<file path="config.mk">
export PLATFORM = sky130hd
export DESIGN_NAME = lsa_ram
export DESIGN_NICKNAME = d
export VERILOG_FILES = /design/src/lifetime_slot_allocator_unit_assert.svh /design/src/lsa_ram.sv
export SDC_FILE = /design/constraint.sdc
export NUM_CORES = 1
export LEC_CHECK = 0
export BUFFER_PORTS_ARGS = -buffer_cell sky130_fd_sc_hd__buf_2
export CAP_MARGIN = 40
export CORE_ASPECT_RATIO = 0.6
export CORE_MARGIN = 2
export CORE_UTILIZATION = 60
export DETAILED_ROUTE_END_ITERATION = 16
export GPL_ROUTABILITY_DRIVEN = 0
export PLACE_DENSITY = 0.76
export SLEW_MARGIN = 0
export SYNTH_ARGS = -nofsm -noshare
export SYNTH_HDL_FRONTEND = slang
export SYNTH_SLANG_ARGS = --single-unit
</file>
<file path="constraint.sdc">
create_clock -name clk -period 2.7 [get_ports clk]
set_input_delay 0.27 -clock clk [delete_from_list [all_inputs] [get_ports clk]]
set_output_delay 0.27 -clock clk [all_outputs]
set_load 0.005 [all_outputs]
</file>
<file path="src/lifetime_slot_allocator_unit_assert.svh">
// ----------------------------------------------------------------------------
// lifetime slot allocator assertion macros
// Concurrent check helpers; defining NO_ASSERTIONS compiles them away.
// ----------------------------------------------------------------------------
`ifndef LIFETIME_SLOT_ALLOCATOR_UNIT_ASSERT_SVH
`define LIFETIME_SLOT_ALLOCATOR_UNIT_ASSERT_SVH

`ifndef NO_ASSERTIONS

// condition holds at every edge outside reset
`define LSA_ASSERT_ALWAYS(label, clk, rst, cond) \
  label: assert property (@(posedge clk) disable iff (rst) (cond)) \
    else $error("lsa check failed");

// same-cycle implication
`define LSA_ASSERT_IMPLY(label, clk, rst, ante, cons) \
  label: assert property (@(posedge clk) disable iff (rst) (ante) |-> (cons)) \
    else $error("lsa check failed");

// next-cycle implication
`define LSA_ASSERT_NEXT(label, clk, rst, ante, cons) \
  label: assert property (@(posedge clk) disable iff (rst) (ante) |=> (cons)) \
    else $error("lsa check failed");

`else

`define LSA_ASSERT_ALWAYS(label, clk, rst, cond)
`define LSA_ASSERT_IMPLY(label, clk, rst, ante, cons)
`define LSA_ASSERT_NEXT(label, clk, rst, ante, cons)

`endif

`endif

</file>
<file path="src/lsa_ram.sv">
// ----------------------------------------------------------------------------
// lsa_ram
// Generic simple dual-port RAM, one write and one registered read per cycle.
// ----------------------------------------------------------------------------
module lsa_ram #(
  parameter int WIDTH = 8,
  parameter int DEPTH = 64
) (
  input  logic                     clk,
  input  logic                     we,
  input  logic [$clog2(DEPTH)-1:0] waddr,
  input  logic [WIDTH-1:0]         wdata,
  input  logic [$clog2(DEPTH)-1:0] raddr,
  output logic [WIDTH-1:0]         rdata
);

  logic [WIDTH-1:0] mem [DEPTH];

  // write port and registered read
  always_ff @(posedge clk) begin
    if (we) begin
      mem[waddr] <= wdata;
    end
    rdata <= mem[raddr];
  end

endmodule

</file>
* Word level (Yosys, flattened, before mapping)
Memory sizes are Yosys's and may differ from the RTL's. A register that Yosys moved wholly into a read port is not among the register bits.
Cells that the tools add are included.
** Operators by class
- Muxes and demuxes :: 2
** Operator list (number)
- $mux W1 :: 2
** Storage, ports and cells
- Bits in writable memories :: 512
- Memories :: 1
- Bits of input ports :: 22
- Flip-flop bits (word level) :: 0
** Memories
- mem :: words 64, bits a word 8, rd ports 1, clocked after Yosys merged registers in 1, wr ports 1, RTL line lsa_ram.sv:17 : logic [WIDTH-1:0] mem [DEPTH];

* Logic depth before layout (Yosys ltp)
Gate-level depths: netlist of run 1.
- Depth in word-level cells :: 2
- Gate-level depth with buffers :: 9
- Depth with buffers taken out :: 5

* Least setup slack after synthesis of run 1
OpenSTA, ideal clock, no wires.
- Path type :: in2reg
- Start :: in raddr[1]
- End :: reg rdata[3] (read register of mem)
- Library setup time :: 0.128 ns
- Arrival time :: 1.810 ns
- Cell stages on the path :: 7
- Setup slack :: 0.762 ns
- Buffers on the path :: 3
- Cell sequence :: buf_4 > buf_2 > buf_2 > mux4_2 > mux4_2 > o21ai_1 > o41ai_1
** RTL lines
- start: declaration :: RTL line lsa_ram.sv:13 : input logic [$clog2(DEPTH)-1:0] raddr,
- end: declaration :: RTL line lsa_ram.sv:14 : output logic [WIDTH-1:0] rdata

==> run_results.csv, run 1 <==
group,metric,value,unit
critical_path,cp_common_cell,"mux4_2",
clock_network,cts_root_buffer,"clkbuf_16",
die,rows,51,
placement,place.port_buffers,29,
critical_path,required,3.12,ns
final_layout,final_cell_mix,"edfxtp_1 (512), mux4_2 (126), buf_4 (95)",
critical_path,worstPathArrival,2.43,ns
logic_synthesis,yosysUniqueCellTypes,40,
die,core,32700,um^2
placement,dpl_worst_slack,0.264,ns
timing,fin_skew,0.0165,ns
timing,finalCritPeriodShare,0.747,
pwr,leakagePower,7.40,nW
pwr,p_total,0.0167,W
pwr,pwr-share-comb,0.052,
clock_network,cts_tree,"yes",
final_layout,diodes,0,
route,first_iter_violations,1449,
timing,fmax,496,MHz
timing,setup_viol_count_final,0,
grt,grt_pass1_vias,10090,
run_status,status,"complete, no violations",
pwr,vdd_drop_max,0.000541,V
grt,antenna_found_initial,3,
logic_synthesis,netlist_instances,940,
final_layout,final_util,0.703,
die,chipHeight,146,um
timing,hold_violations,0,
pwr,p_seq_frac,0.535,
grt,grt_max_degree,65,
grt,gr-total-overflow,0,
critical_path,path_class,"register to register",
pwr,swShare,0.203,
clock_network,numCtsBuffers,45,
logic_synthesis,synth.avg_cell_area,21.5,um^2
clock_network,htreeDepth,2,
pwr,switchingPower,0.00339,W
clock_network,post-cts-setup-buffer-count,0,
logic_synthesis,syn-cell-area,20200,um^2
clock_network,clock_path_buffers,3,
flow_run,maxCapViolations,0,
timing,worst_pin_slew,0.768,ns
final_layout,n_fill_cell,1978,
die,die_w,241,um
grt,grt_usage,0.272,
logic_synthesis,synth-seq-cells,520,
critical_path,rr_startpoint,"mem[35][3]",
final_layout,drive_gt1_frac,0.306,
critical_path,r2r_cells,4,
timing,rsz0062_at_grt,"false",
timing,tns,0,ns
logic_synthesis,yosysSeqAreaShare,0.770,
die,io_pins,30,
pwr,p_int,0.0133,W
critical_path,crit_chain,"mux4_2, mux4_2, o21ai_1, o41ai_1",
final_layout,final_common_cell,"edfxtp_1",
die,start_util,0.616,
final_layout,multi_input_area,4320,um^2
timing,setup_slack,0.684,ns
logic_synthesis,syn-num-nets,962,
timing,timing.final.crit_period,2.02,ns
grt,grt_pass1_wl,67900,um
critical_path,reg2reg_to,"rdata[3]",
placement,dp_hpwl,29100,um
critical_path,cp-startpoint,"mem[35][3]",
final_layout,nets,1089,
critical_path,cp.depth,4,
route,drt-pass1-iter-count,8,
logic_synthesis,synth_warnings,0,
critical_path,path_delay_family,"multiplexers",
route,drc,0,
route,ant_nets,0,
critical_path,worst_path_largest_cell_delay,0.52,ns
clock_network,cts.clk_slew.worst_paths,0.06,ns
clock_network,clk_latency,0.57,ns
critical_path,reg2reg_slack,0.68,ns
clock_network,cts.sinks,520,
critical_path,cp-end-kind,"register",
timing,final_max_slew_viol_count,0,
die,die-area,35100,um^2
final_layout,layout.area.seq,15500,um^2
pwr,power_density,727,nW/um^2
route,wl_per_cell,29.7,um
route,totalWireLength,46000,um
critical_path,cp_slowest_cell,"mux4_2",
final_layout,synthToLayoutAreaGrowth,14.1,%
min_path,hp-class,"primary input to register",
critical_path,critPathLaunchType,"register",
pwr,clock_power_share,0.413,
critical_path,crit_path_max_fanout,1,
critical_path,path_buf_inv,0,
timing,relSlewSlack,0.488,
route,vias,10222,
critical_path,crit_end,"rdata[3]",
route,avgViaCountPerCell,6.59,
==> sequential cells by signal (all words and copies together), names as in the netlist <==
register,count
rdata,8
mem,512
==> per-layer routing <==
metal,global-route usage,vias to the layer above,part of all wire
met5,0.0124,-,0.0018
met4,0.0621,6,0.021
met3,0.0874,83,0.13
met2,0.365,631,0.43
met1,0.438,5339,0.42
li1,-,4163,-
==> power by group through the flow <==
stage                     combinational (W)  sequential (W)  clock, W
after detailed placement           0.000853         0.00913         0
after global routing               0.000917         0.00895   0.00730
final                              0.000864         0.00896   0.00691
after global placement             0.000827         0.00913         0
after floorplan                    0.000476         0.00912         0
after CTS                          0.000860         0.00896   0.00700
==> stage by stage <==
step | hold WS (ns) | std cells | instance area, um^2
finish | 0.116 | 1551 | 23000
global route | 0.101 | 1551 | 23000
CTS | 0.101 | 1551 | 23000
detailed placement | 0.549 | 1469 | 21400
global placement | 0.530 | 1467 | 21400
floorplan | 0.369 | 940 | 20200
==> logic make-up after synthesis <==
kind of cell / after synthesis / synth area share
mux: 162 / 0.159
flops: 520 / 0.770
simple gates: 153 / 0.0339
compound gates: 54 / 0.0207
buf+inv: 51 / 0.0157
==> how the worst min path moves through the flow <==
| stage | endpoint | slack (ns) | start | depth (start not counted) |
|---|---|---|---|---|
| finish | mem[7][7] | 0.12 | wdata[7] | 1 |
| global route | mem[7][7] | 0.10 | wdata[7] | 1 |
| CTS | mem[7][7] | 0.10 | wdata[7] | 1 |
| detailed placement | mem[36][0] | 0.55 | wdata[0] | 1 |
| global placement | mem[37][0] | 0.53 | wdata[0] | 1 |
| floorplan | mem[0][0] | 0.37 | wdata[0] | 0 |
==> cells in the mapped netlist <==
library cell,n,area (um^2)
o2bb2ai_1,3,26.3
o21ai_1,2,10.0
a221oi_1,6,52.6
mux2_2,13,146
nand2_1,19,71.3
nand4_1,2,12.5
a2111oi_0,2,17.5
nand3_1,13,65.1
mux2i_1,23,230
buf_2,11,55.1
mux4_2,126,2840
edfxtp_1,512,15400
a31oi_1,1,6.26
o221ai_1,8,70.1
o22ai_1,8,50.1
buf_12,2,40.0
o21ai_0,2,10.0
nor3_1,7,35.0
nand3b_1,3,22.5
and2_1,1,6.26
o2111ai_1,3,26.3
buf_4,13,97.6
clkbuf_1,17,63.8
nor2_1,83,312
o32ai_1,2,17.5
o221a_2,2,22.5
nand4b_1,1,8.76
buf_6,4,45.0
nand2b_1,7,43.8
o21a_1,2,15.0
a211oi_1,4,30.0
nor2b_1,14,87.6
o41ai_1,2,17.5
buf_1,4,15.0
a21oi_1,3,15.0
or3_1,1,6.26
o311ai_1,1,8.76
a22oi_1,3,22.5
nor4_1,2,12.5
dfxtp_1,8,160
==> worst register-to-register path, stage by stage (launching register included) <==
cell	delay [ns]
edfxtp_1	0.37
mux4_2	0.52
mux4_2	0.50
o21ai_1	0.33
o41ai_1	0.16
==> final cells by class <==
| cell class | count | area share |
|---|---|---|
| clock buffers | 58 | 0.0533 |
| well taps | 450 | 0.0245 |
| repair buffers | 131 | 0.0446 |
| flip-flops and latches | 520 | 0.675 |
| multi-input cells | 369 | 0.188 |
| clock inverters | 23 | 0.0148 |
==> timing repair <==
item	4_1_cts	5_1_grt
gates resized for setup	0	0
hold endpoints to repair	3	0
hold buffers	1	0
No activity file was read; power rests on OpenSTA's default activity.
==> inputs of run 2 (changes only) <==
==> constraint.sdc (replaced) <==
create_clock -name clk -period 2.1 [get_ports clk]
set_input_delay 0.21 -clock clk [delete_from_list [all_inputs] [get_ports clk]]
set_output_delay 0.21 -clock clk [all_outputs]
set_load 0.005 [all_outputs]
==> run 2 against run 1 <==
Compared with the run above:
- routed wire length down 0.28%
- utilization up 0.84 points
- highest routed layer is now met4
- critical path depth up 1
- critical endpoint is now rdata[4]
- largest cell class unchanged
- clock skew up 0.0055 ns
- fmax up 2.2%
==> run_results.csv, run 2 (synthesis gave the netlist of run 1 again) <==
group,metric,value,unit
timing,fmax,507,MHz
clock_network,cts.sinks,520,
grt,use_met1,0.440,
die,rows,51,
clock_network,cts_tree,"yes",
timing,rsz0062_at_grt,"false",
min_path,hp-class,"primary input to register",
timing,setup_viol_count_final,0,
critical_path,path_buf_inv,0,
timing,hold_violations,0,
final_layout,largest_reg_flops,512,
critical_path,required,2.52,ns
final_layout,synthToLayoutAreaGrowth,15.4,%
timing,timing.final.crit_period,1.97,ns
grt,grt_usage,0.272,
final_layout,final_common_cell,"edfxtp_1",
timing,relSlewSlack,0.490,
final_layout,diodes,0,
grt,met2_usage,0.375,
route,totalWireLength,45900,um
pwr,power_density,910,nW/um^2
timing,worst_pin_slew,0.764,ns
grt,grt_pass1_wl,68100,um
clock_network,post-cts-setup-buffer-count,0,
clock_network,cts_root_buffer,"clkbuf_16",
timing,final_max_slew_viol_count,0,
clock_network,htreeDepth,2,
critical_path,crit_chain,"mux4_2, mux2_2, o221a_2, nor3_1, o32ai_1",
die,chipHeight,146,um
final_layout,drive_gt1_frac,0.328,
final_layout,reg_top3,"mem x512, rdata x8",
pwr,leakagePower,7.58,nW
pwr,p_total,0.0212,W
route,drc,0,
clock_network,clk_latency,0.57,ns
route,drt-pass1-iter-count,5,
clock_network,cts.clk_slew.worst_paths,0.07,ns
timing,fin_skew,0.0220,ns
clock_network,clock_path_buffers,3,
final_layout,largest-register,"mem",
grt,use_met3,0.0794,
route,ant_nets,0,
die,core,32700,um^2
final_layout,final_cell_mix,"edfxtp_1 (512), mux4_2 (126), buf_4 (124)",
critical_path,worst_path_largest_cell_delay,0.46,ns
grt,gr-total-overflow,0,
critical_path,cp-end-kind,"register",
route,vias,10214,
die,io_pins,30,
run_status,status,"complete, no violations",
pwr,vdd_drop_max,0.000848,V
critical_path,crit_path_max_fanout,1,
grt,antenna_found_initial,0,
route,wl_per_cell,28.9,um
critical_path,path_delay_family,"multiplexers",
route,first_iter_violations,1359,
clock_network,cts_resized,0,
critical_path,critPathLaunchType,"register",
placement,place_area,21800,um^2
critical_path,cp_slowest_cell,"mux4_2",
grt,top_usage_layer,"met1",
placement,dp_hpwl,29200,um
die,die-area,35100,um^2
final_layout,stdcell_area,23300,um^2
placement,place.port_buffers,29,
clock_network,numCtsBuffers,44,
die,die_w,241,um
critical_path,path_class,"register to register",
flow_run,maxCapViolations,0,
grt,grt_max_degree,65,
clock_network,cts_hold_buf,0,
critical_path,worstPathArrival,2.39,ns
timing,finalCritPeriodShare,0.939,
die,start_util,0.616,
final_layout,nets,1123,
route,avgViaCountPerCell,6.44,
grt,grt_pass1_vias,10297,
run 2: report_power, final:
group          internal [W]  switching [W]
registers            0.0115      0.0000360
logic              0.000483       0.000685
clock network       0.00489        0.00360
total                0.0169        0.00432
run 2: metrics by stage:
step           hold slack [ns]  setup slack [ns]  cells  TNS, ns   util
6_report                 0.130             0.127   1586        0  0.711
5_1_grt                  0.159            0.0521   1586        0  0.711
4_1_cts                 0.0985             0.115   1586        0  0.711
3_5_place_dp             0.618            -0.165   1505   -0.847  0.666
3_3_place_gp             0.620            -0.165   1505   -0.678  0.666
2_1_floorplan            0.309             0.222    940        0      -
run 2: final timing paths:
check	from	to	slack, ns	cells after the start
setup / recovery	mem[20][4]	rdata[4]	0.13	5
hold / removal	raddr[5]	rdata[4]	0.13	3
setup reg to reg	mem[20][4]	rdata[4]	0.13	5
hold reg to reg	mem[23][0]	rdata[0]	0.85	4
run 2: worst reg2reg max path, cell delays in order, from the launching register on:
cell	delay, ns
edfxtp_1	0.38
mux4_2	0.46
mux2_2	0.29
o221a_2	0.29
nor3_1	0.29
o32ai_1	0.13
run 2: per-layer routing:
layer,routed length [um],share of wire,vias up
li1,-,-,4246
met5,0,0,-
met3,5590,0.12,53
met2,19900,0.43,609
met1,19700,0.43,5306
met4,692,0.015,0
run 2: final cells by class:
type,instances,area (um^2)
flip-flops and latches,520,15500
fillers,1902,9450
multi-input cells,369,4320
repair buffers,166,1380
clock buffers,58,1190
well taps,450,563
clock inverters,23,299
==> inputs of run 3 (changes only) <==
--- a/config.mk
+++ b/config.mk
@@ -5,6 +5,7 @@
 export SDC_FILE = /design/constraint.sdc
 export NUM_CORES = 1
 export LEC_CHECK = 0
+export ABC_AREA = 1
 export BUFFER_PORTS_ARGS = -buffer_cell sky130_fd_sc_hd__buf_2
 export CAP_MARGIN = 40
 export CORE_ASPECT_RATIO = 0.6
==> run 3 against run 2 <==
Compared with the run above:
- critical path type unchanged
- sequential power barely moved
- fmax rose by 44%
- clock-buffer cell count stayed put
- sequential share of layout area fell by 1.4 points
- clock skew shrank 0.0022 ns
- clock power down 4.8%
- worst setup slack gained 0.60 ns
- die area increased by 5.7%
- combinational power is 22% higher
- critical endpoint is now rdata[0]
==> run_results.csv, run 3 <==
group,metric,value,unit
run_status,status,"complete, no violations",
clock_network,clk_latency,0.57,ns
critical_path,cp_slowest_cell,"edfxtp_1",
clock_network,cts_tree,"yes",
logic_synthesis,yosysTopAreaCell,"edfxtp_1",
logic_synthesis,yosysSeqAreaShare,0.728,
critical_path,worstPathArrival,1.83,ns
die,start_util,0.609,
route,vias,14550,
logic_synthesis,synth.most_common_cell,"nand2_1",
route,ant_nets,0,
final_layout,stdcell_area,23800,um^2
die,chipHeight,150,um
final_layout,largest-register,"mem",
final_layout,largest_reg_flops,512,
clock_network,cts_root_buffer,"clkbuf_16",
pwr,leakagePower,8.74,nW
timing,fin_skew,0.0199,ns
die,rows,53,
logic_synthesis,synth_flop_cell,"edfxtp_1",
logic_synthesis,synth-seq-cells,520,
critical_path,worst_path_largest_cell_delay,0.36,ns
final_layout,final_cell_mix,"nand2_1 (648), edfxtp_1 (512), nand3_1 (439)",
clock_network,cts.clk_slew.worst_paths,0.07,ns
clock_network,htreeDepth,2,
timing,relSlewSlack,0.450,
critical_path,crit_path_max_fanout,1,
grt,grt_max_degree,112,
route,drc,0,
critical_path,reg2reg_slack,0.73,ns
logic_synthesis,synth_warnings,0,
logic_synthesis,yosysTopAreaCellShare,0.720,
critical_path,path_class,"register to register",
critical_path,required,2.56,ns
critical_path,path_buf_inv,0,
grt,gr-total-overflow,0,
timing,whs,0.0658,ns
min_path,min-delay-start,"wdata[5]",
final_layout,final_common_cell,"nand2_1",
logic_synthesis,synth-async-reset-ratio,0,
timing,timing.final.crit_period,1.37,ns
grt,grt_pass1_vias,13849,
final_layout,nets,1910,
critical_path,critPathLaunchType,"register",
die,io_pins,30,
critical_path,crit_chain,"nand2_1, nand3_1, nand3_1, nand2_1, nand2_1, nand3_1, nand3_1, nand2_1",
die,core,35000,um^2
critical_path,r2r_cells,8,
timing,fmax,729,MHz
final_layout,reg_top3,"mem x512, rdata x8",
logic_synthesis,yosys-top-cells-area,"edfxtp_1 (72%), nand2_1 (11%), nand3_1 (10%)",
final_layout,final_util,0.680,
logic_synthesis,yosysUniqueCellTypes,16,
clock_network,numCtsBuffers,45,
logic_synthesis,synth.avg_cell_area,11.8,um^2
pwr,power_density,884,nW/um^2
timing,hold_violations,0,
clock_network,post-cts-setup-buffer-count,0,
timing,final_max_slew_viol_count,0,
grt,grt_pass1_wl,82600,um
logic_synthesis,synth_edf_count,512,
route,first_iter_violations,2267,
clock_network,clock_path_buffers,3,
clock_network,cts.sinks,520,
route,totalWireLength,54000,um
final_layout,drive_gt1_frac,0.108,
grt,antenna_found_initial,2,
timing,worst_pin_slew,0.825,ns
route,wl_per_cell,22.6,um
pwr,vdd_drop_max,0.000851,V
logic_synthesis,syn-cell-area,21300,um^2
grt,grt_usage,0.301,
logic_synthesis,ys_top_cells_by_count,"nand2_1 (648), edfxtp_1 (512), nand3_1 (439)",
route,avgViaCountPerCell,6.09,
flow_run,maxCapViolations,0,
critical_path,path_delay_family,"simple AND/OR/NAND/NOR gates",
timing,tns,0,ns
timing,rsz0062_at_grt,"false",
die,die-area,37100,um^2
min_path,hold_depth,1,
timing,setup_viol_count_final,0,
placement,place_area,22400,um^2
critical_path,cp.depth,8,
route,drt-pass1-iter-count,6,
logic_synthesis,syn-num-nets,1827,
timing,finalCritPeriodShare,0.653,
die,die_w,247,um
pwr,p_total,0.0210,W
placement,dp_hpwl,33000,um
placement,place.port_buffers,29,
min_path,hold_end,"mem[1][5]",
critical_path,rr_startpoint,"mem[31][0]",
critical_path,cp-end-kind,"register",
critical_path,reg2reg_to,"rdata[0]",
min_path,hp-class,"primary input to register",
logic_synthesis,netlist_instances,1805,
final_layout,synthToLayoutAreaGrowth,11.5,%
run 3: layout make-up:
cell class              count  area [um^2]
well taps                 467          584
flip-flops and latches    520        15500
fillers                  2435        11200
clock inverters            22          179
inverters                  12         52.6
repair buffers            149         1280
clock buffers              58         1220
diodes                      1         2.50
multi-input cells        1160         4950
run 3: kinds of logic (layout without fill, tap and decap cells):
family / count (synthesis) / in the layout / share of synthesized area
and+or+nand+nor: 1160 / 1160 / 0.232
DFF: 520 / 520 / 0.728
buffers and inverters: 125 / 241 / 0.0402
other: 0 / 1 / 0
run 3: how the worst max path moves through the flow:
stage | start | endpoint
final | mem[31][0] | rdata[0]
after detailed placement | waddr[0] | mem[28][4]
after global placement | waddr[0] | mem[28][7]
after CTS | mem[31][6] | rdata[6]
after floorplan | we | mem[48][0]
after global routing | mem[31][1] | rdata[1]
run 3: through the flow:
step	instances	setup slack [ns]
6_report	2389	0.728
5_1_grt	2389	0.641
4_1_cts	2388	0.754
3_5_place_dp	2305	0.245
3_3_place_gp	2301	0.264
2_1_floorplan	1805	0.124
run 3: metal layers:
layer	track usage	part of all wire
met4	0.0766	0.022
met2	0.428	0.43
met3	0.0838	0.13
met1	0.459	0.41
met5	0.00936	0.0011
run 3: power by group:
group	internal (W)	switching (W)	leakage (nW)
logic	0.000389	0.00104	3.38
clock network	0.00445	0.00363	0.682
registers	0.0115	0.0000290	4.67
run 3: timing repair:
action	4_1_cts	5_1_grt
hold buffers	3	0
resized for setup	0	0
endpoints found under the setup margin	0	0
hold endpoints to repair	11	0
run 3: worst register-to-register path, stage by stage (launching register included):
cell and delay, ns:
edfxtp_1 0.36, nand2_1 0.07, nand3_1 0.08, nand3_1 0.16
nand2_1 0.12, nand2_1 0.11, nand3_1 0.15, nand3_1 0.15
nand2_1 0.07
